[config.mk]
export PLATFORM = sky130hd
export DESIGN_NAME = overwriting_event_record_ring
export DESIGN_NICKNAME = d
export VERILOG_FILES = /design/src/ore_pkg.sv /design/src/ore_ctrl.sv /design/src/ore_datapath.sv /design/src/overwriting_event_record_ring.sv
export VERILOG_INCLUDE_DIRS = /design/src /design/src/src
export SDC_FILE = /design/constraint.sdc
export NUM_CORES = 2
export LEC_CHECK = 0
export CORE_ASPECT_RATIO = 0.75
export CORE_MARGIN = 4
export CORE_UTILIZATION = 50
export CTS_BUF_LIST = sky130_fd_sc_hd__clkbuf_4
export DETAILED_ROUTE_END_ITERATION = 8
export DONT_BUFFER_PORTS = 1
export PLACE_DENSITY = 0.72
export SYNTH_ARGS = -nofsm -noshare
export SYNTH_HDL_FRONTEND = slang
export SYNTH_SLANG_ARGS = --single-unit
[constraint.sdc]
create_clock -name clk -period 7.4 [get_ports clk]
set_clock_uncertainty 0.15 [all_clocks]
set_input_delay 2.22 -clock clk [delete_from_list [all_inputs] [get_ports clk]]
set_output_delay 2.22 -clock clk [all_outputs]
set_load 0.05 [all_outputs]
[src/assert_macros.svh]
// ----------------------------------------------------------------------------
// assert_macros.svh
// Concurrent assertion helpers shared by the RTL. Empty under synthesis.
// ----------------------------------------------------------------------------
`ifndef ASSERT_MACROS_SVH
`define ASSERT_MACROS_SVH

`ifndef SYNTHESIS

// Same-cycle implication, disabled while in reset
`define ASSERT_IMPLY(lbl, clk, rstn, ante, cons) \
    lbl: assert property (@(posedge clk) disable iff (!(rstn)) (ante) |-> (cons)) \
        else $error("assertion failed: same-cycle implication");

// Next-cycle implication, disabled while in reset
`define ASSERT_NEXT(lbl, clk, rstn, ante, cons) \
    lbl: assert property (@(posedge clk) disable iff (!(rstn)) (ante) |=> (cons)) \
        else $error("assertion failed: next-cycle implication");

`else

`define ASSERT_IMPLY(lbl, clk, rstn, ante, cons)
`define ASSERT_NEXT(lbl, clk, rstn, ante, cons)

`endif

`endif

[src/ore_pkg.sv]
// ----------------------------------------------------------------------------
// ore_pkg
// Shared types and constants for the overwriting event record ring.
// ----------------------------------------------------------------------------
package ore_pkg;

    // Command codes
    typedef enum logic [1:0] {
        CMD_WRITE = 2'd0,
        CMD_TAKE  = 2'd1,
        CMD_CLEAR = 2'd2
    } cmd_t;

    // Controller states
    typedef enum logic {
        ST_IDLE   = 1'b0,
        ST_STREAM = 1'b1
    } state_t;

    // Controller to datapath commands
    typedef struct packed {
        logic wr;          // store record at head
        logic clr;         // empty ring, zero counter
        logic take_load;   // load read pointer and take length
        logic take_empty;  // emit the invalid result of an empty take
        logic rd_step;     // read one record and emit it
    } ctl_t;

    // Datapath to controller status
    typedef struct packed {
        logic take_zero;   // take would return nothing
        logic rd_last;     // current read is the final one of the take
    } stat_t;

    // Record layout in the ring memory
    localparam int STAMP_W = 32;
    localparam int ARG_W   = 32;
    localparam int BYTE_W  = 8;
    localparam int REC_W   = STAMP_W + ARG_W + 3 * BYTE_W;
    localparam int SEV_LSB   = 0;
    localparam int TAG_LSB   = SEV_LSB + BYTE_W;
    localparam int CODE_LSB  = TAG_LSB + BYTE_W;
    localparam int ARG_LSB   = CODE_LSB + BYTE_W;
    localparam int STAMP_LSB = ARG_LSB + ARG_W;
    localparam int DROP_W    = 16;
    localparam int LIMIT_W   = 8;

endpackage

[src/ore_ctrl.sv]
// ----------------------------------------------------------------------------
// ore_ctrl
// Command controller: decodes accepted commands and sequences take streams.
// ----------------------------------------------------------------------------
module ore_ctrl (
    input  logic                clk,
    input  logic                rst_n,
    input  logic                start,
    input  logic [1:0]          command,
    input  ore_pkg::stat_t      stat,
    output logic                busy,
    output ore_pkg::ctl_t       ctl
);

    ore_pkg::state_t state_reg;
    ore_pkg::state_t state_next;
    logic            take_req;

    assign take_req = start && (command == ore_pkg::CMD_TAKE);

    // State register
    always_ff @(posedge clk or negedge rst_n)
    begin
        if (!rst_n)
        begin
            state_reg <= ore_pkg::ST_IDLE;
        end
        else
        begin
            state_reg <= state_next;
        end
    end

    // Next state
    always_comb
    begin
        state_next = state_reg;
        unique case (state_reg)
            ore_pkg::ST_IDLE:
            begin
                if (take_req && !stat.take_zero)
                begin
                    state_next = ore_pkg::ST_STREAM;
                end
            end
            ore_pkg::ST_STREAM:
            begin
                if (stat.rd_last)
                begin
                    state_next = ore_pkg::ST_IDLE;
                end
            end
            default:
            begin
                state_next = ore_pkg::ST_IDLE;
            end
        endcase
    end

    // Outputs
    always_comb
    begin
        ctl  = '0;
        busy = 1'b0;
        unique case (state_reg)
            ore_pkg::ST_IDLE:
            begin
                if (start)
                begin
                    unique case (ore_pkg::cmd_t'(command))
                        ore_pkg::CMD_WRITE: ctl.wr  = 1'b1;
                        ore_pkg::CMD_CLEAR: ctl.clr = 1'b1;
                        ore_pkg::CMD_TAKE:
                        begin
                            ctl.take_empty = stat.take_zero;
                            ctl.take_load  = !stat.take_zero;
                        end
                        default: ;
                    endcase
                end
            end
            ore_pkg::ST_STREAM:
            begin
                busy        = 1'b1;
                ctl.rd_step = 1'b1;
            end
            default: ;
        endcase
    end

endmodule

[src/ore_datapath.sv]
// ----------------------------------------------------------------------------
// ore_datapath
// Ring memory, head pointer, pending and dropped counters, read sequencing
// and the registered result beat.
// ----------------------------------------------------------------------------
module ore_datapath #(
    parameter int RING_DEPTH = 32
) (
    input  logic                                  clk,
    input  logic                                  rst_n,
    input  ore_pkg::ctl_t                         ctl,
    output ore_pkg::stat_t                        stat,
    input  logic [31:0]                           stamp_ms,
    input  logic [7:0]                            severity,
    input  logic [7:0]                            source_tag,
    input  logic [7:0]                            event_code,
    input  logic signed [31:0]                    event_arg,
    input  logic [7:0]                            take_limit,
    output logic                                  strobe,
    output logic                                  rec_valid,
    output logic [31:0]                           rec_stamp_ms,
    output logic [7:0]                            rec_severity,
    output logic [7:0]                            rec_tag,
    output logic [7:0]                            rec_code,
    output logic signed [31:0]                    rec_arg,
    output logic                                  last,
    output logic [$clog2(RING_DEPTH + 1) - 1:0]   pending_count,
    output logic [15:0]                           dropped_total
);

    localparam int PTR_W = $clog2(RING_DEPTH);
    localparam int CNT_W = $clog2(RING_DEPTH + 1);
    localparam int CMP_W = (CNT_W > ore_pkg::LIMIT_W) ? CNT_W : ore_pkg::LIMIT_W;
    localparam int SUM_W = CNT_W + 1;

    logic [ore_pkg::REC_W-1:0]  mem [RING_DEPTH];
    logic [ore_pkg::REC_W-1:0]  rd_data_reg;

    logic [PTR_W-1:0]           wp_reg;
    logic [PTR_W-1:0]           rd_ptr_reg;
    logic [CNT_W-1:0]           pending_reg;
    logic [CNT_W-1:0]           remain_reg;
    logic [ore_pkg::DROP_W-1:0] dropped_reg;

    logic                       strobe_reg;
    logic                       valid_reg;
    logic                       last_reg;
    logic [CNT_W-1:0]           pcnt_reg;
    logic [ore_pkg::DROP_W-1:0] drop_out_reg;

    logic [PTR_W-1:0]           wp_inc;
    logic [PTR_W-1:0]           rd_inc;
    logic [PTR_W-1:0]           oldest;
    logic [SUM_W-1:0]           wp_ext;
    logic [SUM_W-1:0]           pend_ext;
    logic [CNT_W-1:0]           taken;
    logic                       full;

    // Pointer wrap, oldest slot and take length
    always_comb
    begin
        wp_inc   = (wp_reg == PTR_W'(RING_DEPTH - 1)) ? '0 : wp_reg + 1'b1;
        rd_inc   = (rd_ptr_reg == PTR_W'(RING_DEPTH - 1)) ? '0 : rd_ptr_reg + 1'b1;
        full     = (pending_reg == CNT_W'(RING_DEPTH));
        wp_ext   = SUM_W'(wp_reg);
        pend_ext = SUM_W'(pending_reg);
        if (wp_ext >= pend_ext)
        begin
            oldest = PTR_W'(wp_ext - pend_ext);
        end
        else
        begin
            oldest = PTR_W'(wp_ext + SUM_W'(RING_DEPTH) - pend_ext);
        end
        if (CMP_W'(take_limit) < CMP_W'(pending_reg))
        begin
            taken = CNT_W'(take_limit);
        end
        else
        begin
            taken = pending_reg;
        end
        stat.take_zero = (pending_reg == '0) || (take_limit == '0);
        stat.rd_last   = (remain_reg == CNT_W'(1));
    end

    // Ring state
    always_ff @(posedge clk or negedge rst_n)
    begin
        if (!rst_n)
        begin
            wp_reg      <= '0;
            pending_reg <= '0;
            dropped_reg <= '0;
            rd_ptr_reg  <= '0;
            remain_reg  <= '0;
        end
        else
        begin
            priority if (ctl.clr)
            begin
                wp_reg      <= '0;
                pending_reg <= '0;
                dropped_reg <= '0;
            end
            else if (ctl.wr)
            begin
                wp_reg <= wp_inc;
                if (full)
                begin
                    dropped_reg <= dropped_reg + 1'b1;
                end
                else
                begin
                    pending_reg <= pending_reg + 1'b1;
                end
            end
            else if (ctl.take_load)
            begin
                rd_ptr_reg <= oldest;
                remain_reg <= taken;
            end
            else if (ctl.rd_step)
            begin
                rd_ptr_reg  <= rd_inc;
                remain_reg  <= remain_reg - 1'b1;
                pending_reg <= pending_reg - 1'b1;
            end
        end
    end

    // Result beat registers
    always_ff @(posedge clk or negedge rst_n)
    begin
        if (!rst_n)
        begin
            strobe_reg   <= 1'b0;
            valid_reg    <= 1'b0;
            last_reg     <= 1'b0;
            pcnt_reg     <= '0;
            drop_out_reg <= '0;
        end
        else
        begin
            strobe_reg   <= ctl.take_empty | ctl.rd_step;
            valid_reg    <= ctl.rd_step;
            last_reg     <= ctl.take_empty | (ctl.rd_step & stat.rd_last);
            pcnt_reg     <= ctl.rd_step ? pending_reg - 1'b1 : pending_reg;
            drop_out_reg <= dropped_reg;
        end
    end

    // Ring memory: one write port, one registered read port
    always_ff @(posedge clk)
    begin
        if (ctl.wr)
        begin
            mem[wp_reg] <= {stamp_ms, event_arg, event_code, source_tag, severity};
        end
        if (ctl.rd_step)
        begin
            rd_data_reg <= mem[rd_ptr_reg];
        end
    end

    // Record fields read as zero on the invalid beat of an empty take
    assign strobe        = strobe_reg;
    assign rec_valid     = valid_reg;
    assign last          = last_reg;
    assign pending_count = pcnt_reg;
    assign dropped_total = drop_out_reg;
    assign rec_stamp_ms  = valid_reg ?
        rd_data_reg[ore_pkg::STAMP_LSB +: ore_pkg::STAMP_W] : '0;
    assign rec_arg       = valid_reg ?
        $signed(rd_data_reg[ore_pkg::ARG_LSB +: ore_pkg::ARG_W]) : '0;
    assign rec_code      = valid_reg ?
        rd_data_reg[ore_pkg::CODE_LSB +: ore_pkg::BYTE_W] : '0;
    assign rec_tag       = valid_reg ?
        rd_data_reg[ore_pkg::TAG_LSB +: ore_pkg::BYTE_W] : '0;
    assign rec_severity  = valid_reg ?
        rd_data_reg[ore_pkg::SEV_LSB +: ore_pkg::BYTE_W] : '0;

endmodule

[src/overwriting_event_record_ring.sv]
// Write and clear: no result beat; accepted back to back.
// Take: first beat after the read pointer load and the registered first read,
// then one record beat per cycle (one read per cycle on the single memory read
// port); busy while the records stream. Empty take: one invalid beat in the
// cycle after accept, never busy. Reset (async, active low) empties the ring and
// zeroes pending and dropped. Results cannot be stalled by the receiver.
// ----------------------------------------------------------------------------
// overwriting_event_record_ring
// Ring of event records that overwrites the oldest entry when full and
// streams the oldest pending records on a take command.
// ----------------------------------------------------------------------------
`include "assert_macros.svh"

module overwriting_event_record_ring #(
    parameter int RING_DEPTH = 32
) (
    input  logic                                  clk,
    input  logic                                  rst_n,
    input  logic                                  start,
    output logic                                  busy,
    input  logic [1:0]                            command,
    input  logic [31:0]                           stamp_ms,
    input  logic [7:0]                            severity,
    input  logic [7:0]                            source_tag,
    input  logic [7:0]                            event_code,
    input  logic signed [31:0]                    event_arg,
    input  logic [7:0]                            take_limit,
    output logic                                  strobe,
    output logic                                  rec_valid,
    output logic [31:0]                           rec_stamp_ms,
    output logic [7:0]                            rec_severity,
    output logic [7:0]                            rec_tag,
    output logic [7:0]                            rec_code,
    output logic signed [31:0]                    rec_arg,
    output logic                                  last,
    output logic [$clog2(RING_DEPTH + 1) - 1:0]   pending_count,
    output logic [15:0]                           dropped_total
);

    ore_pkg::ctl_t  ctl;
    ore_pkg::stat_t stat;
    logic           take_acc;

    assign take_acc = start && !busy && (command == ore_pkg::CMD_TAKE);

    ore_ctrl u_ctrl (
        .clk     (clk),
        .rst_n   (rst_n),
        .start   (start),
        .command (command),
        .stat    (stat),
        .busy    (busy),
        .ctl     (ctl)
    );

    ore_datapath #(
        .RING_DEPTH (RING_DEPTH)
    ) u_datapath (
        .clk           (clk),
        .rst_n         (rst_n),
        .ctl           (ctl),
        .stat          (stat),
        .stamp_ms      (stamp_ms),
        .severity      (severity),
        .source_tag    (source_tag),
        .event_code    (event_code),
        .event_arg     (event_arg),
        .take_limit    (take_limit),
        .strobe        (strobe),
        .rec_valid     (rec_valid),
        .rec_stamp_ms  (rec_stamp_ms),
        .rec_severity  (rec_severity),
        .rec_tag       (rec_tag),
        .rec_code      (rec_code),
        .rec_arg       (rec_arg),
        .last          (last),
        .pending_count (pending_count),
        .dropped_total (dropped_total)
    );

    // An invalid beat is always the single, final beat of an empty take
    `ASSERT_IMPLY(a_empty_last, clk, rst_n, strobe && !rec_valid, last && $past(take_acc))
    // Every record read produces a valid beat in the next cycle
    `ASSERT_NEXT(a_read_beat, clk, rst_n, ctl.rd_step, strobe && rec_valid)
    // Pending count never exceeds the ring depth
    `ASSERT_IMPLY(a_pend_max, clk, rst_n, strobe, pending_count <= RING_DEPTH)
    // Streaming ends exactly after the final read
    `ASSERT_NEXT(a_stream_end, clk, rst_n, busy && stat.rd_last, !busy && last)

endmodule

### Yosys cells after proc, flatten, opt, wreduce, memory -nomap -nowiden

Memory sizes are Yosys's and may differ from the RTL's. A register that Yosys moved wholly into a read port is not among the register bits.
Index checks and enable logic that the tools add are counted.

| word-level totals | value |
|---|---|
| register bits | 64 |
| bits of input ports | 101 |
| word-level logic and storage cells | 84 |
| memory bits (writable) | 2,816 |
| memories kept | 1 |

Memories:

| name | words | bits a word | rd ports | clocked after memory_dff | wr ports | RTL line | text |
|---|---|---|---|---|---|---|---|
| u_datapath.mem | 32 | 88 | 1 | 1 | 1 | ore_datapath.sv:36 | `logic [ore_pkg::REC_W-1:0] mem [RING_DEPTH];` |

| operators by class | value |
|---|---|
| equality and inequality tests | 8 |
| reduce and logical (&&, ||, !) cells | 13 |
| bitwise operators | 6 |
| $add $sub $neg | 9 |
| muxes and demuxes | 34 |
| magnitude comparators | 2 |

Operator list:

| operator | number |
|---|---|
| $mux W32 | 2 |
| $mux W16 | 3 |
| $mux W6 | 8 |
| $mux W5 | 7 |
| $mux W8 | 3 |
| $add A16 B1 Y16 const B | 1 |
| $add A5 B1 Y5 const B | 3 |
| $sub A6 B1 Y6 const B | 2 |
| $eq A5 B5 Y1 const B | 2 |
| $sub A5 B5 Y5 | 2 |
| $logic_not A8 Y1 | 1 |
| $lt A8 B6 Y1 | 1 |
| $mux W4 | 2 |
| $mux W1 | 7 |
| $add A6 B1 Y6 const B | 1 |
| $eq A6 B1 Y1 const B | 1 |
| $eq A6 B6 Y1 const B | 1 |
| $ge A5 B6 Y1 | 1 |
| $logic_not A6 Y1 | 1 |
| $reduce_bool A2 Y1 | 3 |
| $reduce_and A2 Y1 | 2 |
| $ne A3 B1 Y1 const B | 1 |
| $ne A3 B3 Y1 const B | 1 |
| $not A1 Y1 | 3 |
| 11 further kinds | 13 |

### Longest topological paths before layout

| logic depth | value |
|---|---|
| word-level depth | 9 |
| gate-level depth with buffers | 8 |

### Cells and area by module

Synthesis repeated with hierarchy kept, for this count alone.

| second synthesis, totals | value |
|---|---|
| cell total of the unflattened synthesis | 5,536 |
| area total of the unflattened synthesis | 112,943.3 um^2 |

Modules (own cells, without submodules):

| module | area each (um^2) | seq. area each (um^2) | instances | cells an instance |
|---|---|---|---|---|
| ore_datapath | 112,828.2 | 88,780.1 | 1 | 5,526 |
| ore_ctrl | 115.1 | 25.0 | 1 | 10 |

### Worst setup path after synthesis

No wires, ideal clock.

| timing path | value |
|---|---|
| kind | input-to-reg |
| start | input port start |
| end | memory u_datapath.mem[31][0] in the netlist's numbering (enable) |
| setup slack | -0.077 ns |
| stages on the path | 6 |
| setup time | 0.536 ns |
| arrival time | 6.791 ns |
| cells stage by stage | nor2b_1 -> nand2b_1 -> clkbuf_1 -> nor2_1 -> nand2_1 -> nor2_1 |

| on the way | value |
|---|---|
| cells in the longest elaborated chain, start to end | 4 |

RTL lines:

| item | RTL line | text |
|---|---|---|
| start, declared | overwriting_event_record_ring.sv:19 | `input logic start,` |
| $mux W4 | ore_ctrl.sv:68 | `if (start)` |
| $mux W4 | ore_ctrl.sv:65 | `unique case (state_reg)` |
| $mux W1 | ore_datapath.sv:156 | `if (ctl.wr)` |
| $mux W1 (implied by the code) | ore_datapath.sv:158 | `mem[wp_reg] <= {stamp_ms, event_arg, event_code, source_tag, severity};` |
| end, declared | ore_datapath.sv:36 |  |

Every way passes these cells.

### Worst setup path after layout

| timing path | value |
|---|---|
| start | register u_datapath.valid_reg, in the netlist u_datapath.rec_valid |
| end | output port rec_stamp_ms[25] |

| on the way | value |
|---|---|
| cells in the longest elaborated chain, start to end | 1 |

RTL lines:

| item | RTL line | text |
|---|---|---|
| start, declared | ore_datapath.sv:46 | `logic valid_reg;` |
| start signal, assigned | ore_datapath.sv:146 | `valid_reg <= ctl.rd_step;` |
| $mux W32 | ore_datapath.sv:172 | `assign rec_stamp_ms = valid_reg ?` |
| end, declared | overwriting_event_record_ring.sv:30 | `output logic [31:0] rec_stamp_ms,` |

Every way passes these cells.

==> run metrics <==
status complete, no violations; CORE AREA 223900 um^2; Global Route Usage Sum a little over a fifth; Initial DRC Count about 6300; min-delay src u_datapath.dropped_reg[10]$_DFFE_PN0P_; register area share after synthesis 78.55%; Total Power ~0.045 W; Clock transition at path regs ~70 ps; critical path capture point type primary output; filler instances about 16000; layout cell share with drive strength beyond 1 between 30% and 40%; buffers plus inverters on the worst setup path 1; Startpoint Class register; final WL 253700 um; CTS Buf Count around 700; CTS root buf clkbuf_4; Top FF cell, synth edfxtp_1; Max clock buf depth 4; Post-synth top cells edfxtp_1 (2904), mux4_2 (880), clkbuf_1 (143), and2_1 (90), mux2_2 (88); syn avg cell area between 20 and 25 um^2; CTS tree yes; DRC Markers 0; WL per Instance between 20 and 30 um; Die Span Y between 400 and 500 um; cts-stage hold buffer count 0; final slew viol count 0; DPL Wire Length around 130000 um; MaxCap Viol Count 0; Yosys reg bits roughly 3000; crit path max fanout 53; fmax 176.8 MHz; crit-path max cell delay between 800 and 900 ps; mapped cell area about 110000 um^2; Top Ports 215; CP Class register to primary output; first-pass GRT wire length 369800 um; Critical Path RT slightly above 5000 ps; Setup Fix Bufs, Post-CTS 0; Util after Layout approximately 56%; die width 557.1 um; worst r2r src u_ctrl.state_reg$_DFF_PN0_; Layout Nets roughly 5200; P&R area growth vs syn 11.51%; Final period util 76.44%; Synth warnings 0; row cnt 150; Final Wtd Congestion 0.7684; Slew @ Worst Pin between 1000 and 1500 ps; Gate Count Post-Synth 4551; initial antenna violation count 13; Power Dens Cells 355.8 nW/um^2; FF-to-FF End u_datapath.mem[23][81]$_DFFE_PP_; vias per cell around 6.1; Tmin final approximately 5700 ps; vias approximately 52000; grt total ovfl 0; max reg flops 2816; Crit-path slowest cell dfrtp_4; WHS 270.4 ps; Rel. slew slack between 10% and 20%; fraction of registers with async set/reset about 2.2%; largest cells by area after synthesis edfxtp_1 (77%), mux4_2 (18%), dfrtp_1 (1.4%), mux2_2 (0.88%), and2_1 (0.50%); I/O Buffers 0; post-synth top area cell edfxtp_1; H-tree depth 6; worst hold stages 0; post-synth top area share between 70 and 80%; RSZ-0062 raised after global routing no; number of flops mapped to enable cells by yosys roughly 2900; Hold Path Class register to register; clk sinks 2968; final setup vio count 0; worst skew pair latency ~1300 ps; WP data arrival roughly 3300 ps; Initial Util between 50 and 60%; Final Hold Viols 0; Final ANT Viol Nets 0; Crit path max-delay family flip-flops; largest net degree at the start of global routing 136; Critical Path, Cell by Cell buf_4 -> and2_1; IR drop worst, VDD roughly 0.30 mV; Hold EP u_datapath.dropped_total[10]$_DFF_PN0_; most common cell in the netlist edfxtp_1; reg2reg path depth 6; DR pass1 iterations 5; syn_nets between 4000 and 5000; number of global-route vias before repair around 54000; leakage power just under 40 nW; die area roughly 230000 um^2; flop-to-flop setup slack ~3300 ps; CTS-repair resized insts 0; Yosys cell types between 50 and 60
## cell type report
class / instances / area [um^2] / area share, %
flip-flops and latches: 2968 / 88830 / 70.46
multi-input cells: 1341 / 23410 / 18.57
clock buffers: 1004 / 7537 / 5.979
well taps: 2964 / 3709 / 2.942
repair buffers: 103 / 1411 / 1.119
clock inverters: 176 / 1114 / 0.8833
inverters: 11 / 41.29 / 0.03275
diodes: 8 / 20.02 / 0.01588
## power by group
part | internal [W] | switching, W | total [W]
Combinational | 0.00572 | 0.00647 | 0.0122
Sequential | 0.0191 | 0.000697 | 0.0198
Clock | 0.00662 | 0.00629 | 0.0129
## cells by family after synthesis
family | after synthesis | share of synthesized area (%)
buffers and inverters | 242 | 0.9595
AOI/OAI and AO/OA | 64 | 0.3508
DFF | 2968 | 78.55
and+or+nand+nor | 257 | 1.241
xor gates and xnor gates | 22 | 0.1704
muxes | 975 | 18.47
adders and majority gates | 23 | 0.2612
## worst max-delay path by stage
stage                                         startpoint                          endpoint  slack [ps]  cells past startpoint
after detailed placement                           start  u_datapath.mem[30][25]$_DFFE_PP_        1840                      7
final                     u_datapath.rec_valid$_DFF_PN0_                  rec_stamp_ms[25]        1740                      2
after CTS                 u_datapath.rec_valid$_DFF_PN0_                  rec_stamp_ms[25]        1390                      2
after global placement                             start  u_datapath.mem[30][35]$_DFFE_PP_        1960                      7
after global routing      u_datapath.rec_valid$_DFF_PN0_                  rec_stamp_ms[26]        1370                      2
after floorplan                                    start   u_datapath.mem[31][0]$_DFFE_PP_         -80                      6
## metrics by stage
stage	TNS [ps]	instance area, um^2	setup WS (ps)	std cells
floorplan	-206730	113100	-76.99	4551
global placement	0	117400	1958	7387
detailed placement	0	117400	1842	7387
CTS	0	126100	1392	8567
global route	0	126100	1375	8570
finish	0	126100	1743	8575
## cell usage in the layout, fill, tap and decap left out, types with 26 or more instances in the layout
cell type / synthesis / layout
nor2_4: 0 / 32
clkbuf_4: 0 / 1004
mux2_2: 88 / 88
and2_1: 90 / 90
mux4_2: 880 / 880
nand2_1: 26 / 26
dfrtp_1: 64 / 57
buf_12: 0 / 51
edfxtp_1: 2904 / 2904
nor2_1: 64 / 32
clkinv_1: 0 / 117
buf_4: 20 / 52
## layer usage
| metal | track usage [%] | part of all wire (%) | up-vias |
|---|---|---|---|
| met4 | 6.932 | 2.6 | 4 |
| met3 | 6.199 | 9.9 | 409 |
| li1 | - | - | 21226 |
| met2 | 33.24 | 48 | 2740 |
| met1 | 31.07 | 40 | 27528 |
| met5 | 0 | 0.0083 | - |
Note: power is estimated with default switching activity, not from simulation.
